==> src/lru_key_value_cache_defines.svh <==
// Assertion macros shared by the cache RTL.
// They expand to nothing when SYNTH is defined.
`ifndef LRU_KEY_VALUE_CACHE_DEFINES_SVH
`define LRU_KEY_VALUE_CACHE_DEFINES_SVH

`ifndef SYNTH
// Same-cycle implication, disabled while reset is high.
`define LKVC_ASSERT_IMPL(label, clk, rst, ante, cons, msg) \
   label: assert property (@(posedge clk) disable iff (rst) (ante) |-> (cons)) \
      else $error(msg);
// Next-cycle implication, disabled while reset is high.
`define LKVC_ASSERT_NEXT(label, clk, rst, ante, cons, msg) \
   label: assert property (@(posedge clk) disable iff (rst) (ante) |=> (cons)) \
      else $error(msg);
`else
`define LKVC_ASSERT_IMPL(label, clk, rst, ante, cons, msg)
`define LKVC_ASSERT_NEXT(label, clk, rst, ante, cons, msg)
`endif

`endif

==> src/lkvc_pkg.sv <==
package lkvc_pkg;

   // Width and reset of the capacity register.
   localparam int CAP_W     = 5;
   localparam int CAP_RESET = 16;

   // Operation codes.
   localparam logic FUNC_GET = 1'b0;
   localparam logic FUNC_PUT = 1'b1;

   // One request item.
   typedef struct packed {
      logic               func;
      logic signed [31:0] lookup_key;
      logic signed [31:0] write_value;
   } req_type;

   // One response item.
   typedef struct packed {
      logic               found;
      logic signed [31:0] read_value;
   } rsp_type;

endpackage

==> src/lkvc_ram.sv <==
module lkvc_ram #(
   parameter int WIDTH = 32,
   parameter int DEPTH = 16
) (
   input  logic                     clock,
   input  logic                     wr_en,
   input  logic [$clog2(DEPTH)-1:0] wr_addr,
   input  logic [WIDTH-1:0]         wr_data,
   input  logic                     rd_en,
   input  logic [$clog2(DEPTH)-1:0] rd_addr,
   output logic [WIDTH-1:0]         rd_data
);

   logic [WIDTH-1:0] mem_ff [DEPTH];
   logic [WIDTH-1:0] rd_data_ff;

   // Single write port, registered read that holds while not enabled.
   always_ff @(posedge clock) begin
      if (wr_en) begin
         mem_ff[wr_addr] <= wr_data;
      end
      if (rd_en) begin
         rd_data_ff <= mem_ff[rd_addr];
      end
   end

   assign rd_data = rd_data_ff;

endmodule

==> src/lru_key_value_cache.sv <==
// Fully associative key-value cache with least-recently-used replacement.
// Each request item is a get or a put; every item yields exactly one
// response item, and a new item can be taken every clock cycle while the
// response side is not stalled. An item passes through the input register,
// where all ENTRIES key registers are compared in parallel and the recency
// ranks are updated, then through the value RAM's registered read and the
// response register. The store starts empty after reset, with no clearing
// pass. The capacity register limits occupancy (0 acts as 1, values above
// ENTRIES act as ENTRIES) and should be written only while the cache is idle.
`include "lru_key_value_cache_defines.svh"

module lru_key_value_cache #(
   parameter int ENTRIES = 16
) (
   input  logic                   clock,
   input  logic                   reset,
   input  logic                   req_valid,
   output logic                   req_stall,
   input  lkvc_pkg::req_type      req_data,
   output logic                   rsp_valid,
   input  logic                   rsp_stall,
   output lkvc_pkg::rsp_type      rsp_data,
   input  logic                   csr_wr_en,
   input  logic [lkvc_pkg::CAP_W-1:0] csr_wr_data
);

   import lkvc_pkg::*;

   localparam int IDX_W = $clog2(ENTRIES);
   localparam int CNT_W = $clog2(ENTRIES + 1);
   localparam int CMP_W = (CNT_W > CAP_W) ? CNT_W : CAP_W;

   // Configuration.
   logic [CAP_W-1:0] cap_ff;

   // Input stage.
   logic    in_valid_ff;
   req_type in_ff;

   // Store state.
   logic [ENTRIES-1:0] valid_ff, valid_in;
   logic [31:0]        key_ff  [ENTRIES];
   logic [31:0]        key_in  [ENTRIES];
   logic [IDX_W-1:0]   rank_ff [ENTRIES];
   logic [IDX_W-1:0]   rank_in [ENTRIES];
   logic [CNT_W-1:0]   occ_ff, occ_in, occ_m1;

   // Response stage.
   logic        rsp_valid_ff;
   logic        found_ff;
   logic        get_hit_ff;
   logic [31:0] ram_rd_data;

   // Lookup and replacement decode.
   logic               advance;
   logic               do_op;
   logic               is_put;
   logic [ENTRIES-1:0] hit_vec;
   logic               hit;
   logic [IDX_W-1:0]   hit_idx;
   logic [IDX_W-1:0]   hit_rank;
   logic [ENTRIES-1:0] victim_vec;
   logic [ENTRIES-1:0] free_vec;
   logic [ENTRIES-1:0] first_free_vec;
   logic [ENTRIES-1:0] slot_vec;
   logic [IDX_W-1:0]   slot_idx;
   logic [CMP_W-1:0]   eff_cap;
   logic               evict;

   // Handshake: the input register empties whenever the response side moves.
   assign advance   = !rsp_valid_ff || !rsp_stall;
   assign req_stall = in_valid_ff && !advance;
   assign do_op     = in_valid_ff && advance;
   assign is_put    = (in_ff.func == FUNC_PUT);

   // Effective capacity, clamped to one .. ENTRIES.
   always_comb begin
      if (cap_ff == '0) begin
         eff_cap = CMP_W'(1);
      end else if (CMP_W'(cap_ff) > CMP_W'(ENTRIES)) begin
         eff_cap = CMP_W'(ENTRIES);
      end else begin
         eff_cap = CMP_W'(cap_ff);
      end
   end

   assign evict  = (CMP_W'(occ_ff) >= eff_cap);
   assign occ_m1 = occ_ff - 1'b1;

   // Parallel key compare; the least recent entry holds rank occupancy - 1.
   always_comb begin
      hit_idx  = '0;
      hit_rank = '0;
      for (int i = 0; i < ENTRIES; i++) begin
         hit_vec[i]    = valid_ff[i] && (key_ff[i] == in_ff.lookup_key);
         victim_vec[i] = valid_ff[i] && (rank_ff[i] == occ_m1[IDX_W-1:0]);
         if (hit_vec[i]) begin
            hit_idx  = hit_idx | IDX_W'(i);
            hit_rank = hit_rank | rank_ff[i];
         end
      end
   end

   assign hit = |hit_vec;

   // Lowest free entry, or the victim when the store is full.
   assign free_vec       = ~valid_ff;
   assign first_free_vec = free_vec & (~free_vec + 1'b1);
   assign slot_vec       = evict ? victim_vec : first_free_vec;

   always_comb begin
      slot_idx = '0;
      for (int i = 0; i < ENTRIES; i++) begin
         if (slot_vec[i]) begin
            slot_idx = slot_idx | IDX_W'(i);
         end
      end
   end

   // Next store state: touch on a hit, insert as most recent on a put miss.
   always_comb begin
      valid_in = valid_ff;
      key_in   = key_ff;
      rank_in  = rank_ff;
      occ_in   = occ_ff;
      if (do_op) begin
         if (hit) begin
            for (int i = 0; i < ENTRIES; i++) begin
               if (hit_vec[i]) begin
                  rank_in[i] = '0;
               end else if (valid_ff[i] && (rank_ff[i] < hit_rank)) begin
                  rank_in[i] = rank_ff[i] + 1'b1;
               end
            end
         end else if (is_put) begin
            for (int i = 0; i < ENTRIES; i++) begin
               if (slot_vec[i]) begin
                  valid_in[i] = 1'b1;
                  key_in[i]   = in_ff.lookup_key;
                  rank_in[i]  = '0;
               end else if (valid_ff[i]) begin
                  rank_in[i] = rank_ff[i] + 1'b1;
               end
            end
            if (!evict) begin
               occ_in = occ_ff + 1'b1;
            end
         end
      end
   end

   // Control registers.
   always_ff @(posedge clock) begin
      if (reset) begin
         cap_ff       <= CAP_W'(CAP_RESET);
         in_valid_ff  <= 1'b0;
         valid_ff     <= '0;
         occ_ff       <= '0;
         rsp_valid_ff <= 1'b0;
         for (int i = 0; i < ENTRIES; i++) begin
            rank_ff[i] <= '0;
         end
      end else begin
         if (csr_wr_en) begin
            cap_ff <= csr_wr_data;
         end
         if (!req_stall) begin
            in_valid_ff <= req_valid;
         end
         if (advance) begin
            rsp_valid_ff <= in_valid_ff;
         end
         valid_ff <= valid_in;
         occ_ff   <= occ_in;
         rank_ff  <= rank_in;
      end
   end

   // Payload registers.
   always_ff @(posedge clock) begin
      if (req_valid && !req_stall) begin
         in_ff <= req_data;
      end
      if (do_op) begin
         found_ff   <= hit;
         get_hit_ff <= hit && !is_put;
      end
      key_ff <= key_in;
   end

   // Value store: a put writes its entry, a get hit reads it.
   lkvc_ram #(
      .WIDTH (32),
      .DEPTH (ENTRIES)
   ) value_ram (
      .clock   (clock),
      .wr_en   (do_op && is_put),
      .wr_addr (hit ? hit_idx : slot_idx),
      .wr_data (in_ff.write_value),
      .rd_en   (do_op && hit && !is_put),
      .rd_addr (hit_idx),
      .rd_data (ram_rd_data)
   );

   // Response item.
   assign rsp_valid           = rsp_valid_ff;
   assign rsp_data.found      = found_ff;
   assign rsp_data.read_value = get_hit_ff ? ram_rd_data : '0;

   // Checks.
   `LKVC_ASSERT_IMPL(a_occ_matches_valid, clock, reset, 1'b1,
      $countones(valid_ff) == 32'(occ_ff), "occupancy differs from valid entries")
   `LKVC_ASSERT_IMPL(a_single_hit, clock, reset, in_valid_ff,
      $onehot0(hit_vec), "key present in more than one entry")
   `LKVC_ASSERT_NEXT(a_put_hit_keeps_occ, clock, reset, do_op && hit,
      $stable(occ_ff), "update of a present key changed occupancy")
   `LKVC_ASSERT_NEXT(a_hit_reports_found, clock, reset, do_op && hit,
      rsp_valid_ff && found_ff, "hit not reported as found")

endmodule
==> config.mk <==
export PLATFORM = sky130hd
export DESIGN_NAME = lru_key_value_cache
export DESIGN_NICKNAME = d
export VERILOG_FILES = /design/src/lkvc_pkg.sv /design/src/lkvc_ram.sv /design/src/lru_key_value_cache.sv
export VERILOG_INCLUDE_DIRS = /design/src /design/src/src
export SDC_FILE = /design/constraint.sdc
export NUM_CORES = 2
export LEC_CHECK = 0
export BUFFER_PORTS_ARGS = -buffer_cell sky130_fd_sc_hd__buf_2
export CAP_MARGIN = 20
export CORE_MARGIN = 4
export CORE_UTILIZATION = 60
export CTS_CLUSTER_SIZE = 40
export DETAILED_ROUTE_END_ITERATION = 8
export PLACE_DENSITY_LB_ADDON = 0.25
export SLEW_MARGIN = 5
export SYNTH_ARGS = -nofsm -noshare
export SYNTH_HDL_FRONTEND = slang
export SYNTH_SLANG_ARGS = --single-unit
==> constraint.sdc <==
create_clock -name clock -period 7.8 [get_ports clock]
set_input_delay 1.56 -clock clock [delete_from_list [all_inputs] [get_ports clock]]
set_output_delay 1.56 -clock clock [all_outputs]
set_load 0.005 [all_outputs]
==> impl_metrics.toml <==
[status]
outcome = "complete, but fails checks"
violations = "design-rule violations"

[die]
io_pins = 110
core_um2 = 87160
rows = 108
die_y_um = 305.3
start_util_pct = 60.84
die_x_um = 305.3
die-area_um2 = 93200

[worst_setup_path]
crit_arrival_ns = 6.50
critPathMaxFanout = 24
required_ns = 8.22
crit_type = "flip-flop to flip-flop"
crit_start = "occ_ff[0]"
cp-start-kind = "flip-flop"
crit_path_end_kind = "flip-flop"
r2r-start = "occ_ff[0]"

[cts]
cts_tree = "built"
cts_resized = 0
post_cts_buffers = 0
clock_latency_ns = 0.73
clock-root-buffer = "clkbuf_16"
cts_sinks = 1215
clockBufferDepth = 3
clkSlewWorstSetupHoldPaths_ns = 0.06
cts_buffers = 118
h-tree-depth = 3
ctsHoldBuffers = 0

[hold_path]
min-delay-start = "in_valid_ff"
holdCritPathClass = "flip-flop to flip-flop"

[pwr]
p_comb_share_pct = 3.5
p_leak_nw = 19.56
p_int_w = 0.01051
power_frac_seq_pct = 54.1
power_frac_clock_pct = 42.4
peakVddDrop_uv = 222.6
p_per_area_nw_per_um2 = 227.0
switching_share_pct = 21.51
switchingPower_w = 0.002880

[synthesis]
synth_edf_count = 1123
synth_top_flop_cell = "edfxtp_1"
synth_adder_area_share_pct = 1.675
synth_mux_area_share_pct = 5.958
synth_top_family_by_area = "XOR/XNOR gates"
synth_area_um2 = 53030
synth-async-reset-ratio_pct = 0
synth-xor-area-share_pct = 9.631
syn_avg_cell_area_um2 = 14.83
synth_compound_area_share_pct = 5.512
ys_ff_latch = 1215
synthSimpleGateAreaFrac_pct = 7.649
yosys.cell_types.count = 83
seq_area_frac_synth_pct = 67.06
yosys_warnings = 0
syn_inst = 3575
syn_nets = 3721

[placement]
dpl.hpwl_mm = 83.40
gp_congestion = 0.9805
dpl_cell_area_um2 = 55010
portBuffers = 109

[global_route]
grt_pass1_vias = 30770
grt_usage_pct = 27.96
grt_overflow = 0
grt_pass1_wl_mm = 197.2
grt_max_degree = 166
grt_antenna_before_repair = 1

[sta]
rsz0062_at_grt = "false"
setup_viol = 0
tightest_slew_ns = 1.152
setup_tns_ns = 0
finalCritPeriodShare_pct = 77.95
fin_crit_ns = 6.080
fin_worst_skew_ns = 0.03268
final_hold_viol_count = 0
slew_violations = 0
relSlewSlack_pct = 22.47
clock.fmax_mhz = 164.5

[cells_and_area]
final_common_cell = "edfxtp_1"
fill_cells = 5898
diodes = 0
drive_gt1_share_pct = 15.56
regArea_um2 = 35560
multi_input_area_um2 = 16340
mostFrequentLayoutCells = "edfxtp_1 (1123), xnor2_1 (487), mux2i_1 (202)"
final_area_um2 = 58980
layout.nets = 3887
area_growth_pct = 11.21

[routing]
drtIter0Drc = 3813
via_count = 31353
ant_nets = 0
dr.pass1.iters = 9
routed_wl_mm = 132.2
drc = 1
wl_per_cell_um = 26.46
routed_via_density = 6.274

[job]
maxCapViolations = 0
-- critical path, stage by stage, from the launching register on --
cell and delay, ns:
dfxtp_1 0.31, buf_4 0.37, inv_1 0.13, ha_1 0.31, nand2b_1 0.14, a21o_1 0.18, a21o_1 0.17, a211o_1 0.49
nand2_1 0.54, mux2i_1 0.57, nand4_1 0.24, o21ai_0 0.62, nand3_1 0.45, nor2_4 0.93, buf_4 0.33
-- cell families (layout without fill, tap and decap cells) --
| logic type | count (synthesis) | count (layout) |
|---|---|---|
| compound gates | 414 | 414 |
| xor+xnor | 572 | 572 |
| fa+ha+maj | 71 | 71 |
| buf+inv | 231 | 498 |
| flops | 1215 | 1215 |
| mux | 303 | 303 |
| simple gates | 769 | 769 |
-- final cells by class --
cell class	count	share of cell area (%)
clock inverters	88	1.443
flip-flops and latches	1215	60.30
well taps	1155	2.450
clock buffers	133	5.136
inverters	47	0.2991
repair buffers	230	2.669
multi-input cells	2129	27.70
-- layer usage --
layer | routed length, um | track usage [%]
met5 | 0 | 0
met2 | 59590 | 42.73
met3 | 13070 | 5.359
met1 | 55440 | 41.16
met4 | 4141 | 8.874
-- worst paths after layout --
check / endpoint / slack (ns) / depth (start not counted)
max: value_ram.mem_ff[4][20] / 1.72 / 14
min: rsp_valid / 0.49 / 2
max reg2reg: value_ram.mem_ff[4][20] / 1.72 / 14
min reg2reg: rsp_valid / 0.49 / 2
-- power by group through the flow --
stage / combinational [W] / clock, W / sequential (W)
floorplan: 0.000304 / 0 / 0.00734
global placement: 0.000447 / 0 / 0.00738
detailed placement: 0.000455 / 0 / 0.00738
CTS: 0.000458 / 0.00574 / 0.00725
global route: 0.000493 / 0.00604 / 0.00725
finish: 0.000464 / 0.00568 / 0.00724
-- synthesized netlist by cell type, drive strengths merged (78+ instances only) --
| cell type | count | share of area [%] |
|---|---|---|
| edfxtp | 1123 | 64 |
| xnor2 | 488 | 8.1 |
| mux2i | 202 | 3.8 |
| nand2 | 165 | 1.2 |
| nand4 | 133 | 1.6 |
| nor2 | 131 | 0.93 |
| o21ai | 118 | 1.1 |
| buf | 116 | 1.7 |
| mux2 | 101 | 2.1 |
| dfxtp | 92 | 3.5 |
| a21oi | 81 | 0.76 |
| xor2 | 78 | 1.3 |
-- flip-flops by register name (all words and copies together) (netlist names) --
register           count
key_ff               512
value_ram.mem_ff     512
in_ff                 64
rank_ff               64
value_ram.rd_data     32
valid_ff              16
cap_ff                 5
occ_ff                 5
found_ff               1
get_hit_ff             1
in_valid_ff            1
is_put                 1
rsp_valid              1
-- metrics by stage --
stage,power (W),setup slack [ns],utilization (%),cells,hold WS (ns)
6_report,0.01339,1.720,67.66,4997,0.4876
5_1_grt,0.01378,1.526,67.66,4997,0.5183
4_1_cts,0.01345,1.897,67.57,4991,0.4954
3_5_place_dp,0.007838,1.926,63.12,4770,0.4789
3_3_place_gp,0.007827,2.101,63.06,4768,0.4632
2_1_floorplan,0.007649,1.424,-,3575,0.4441
Note: power is estimated with default switching activity, not from simulation.
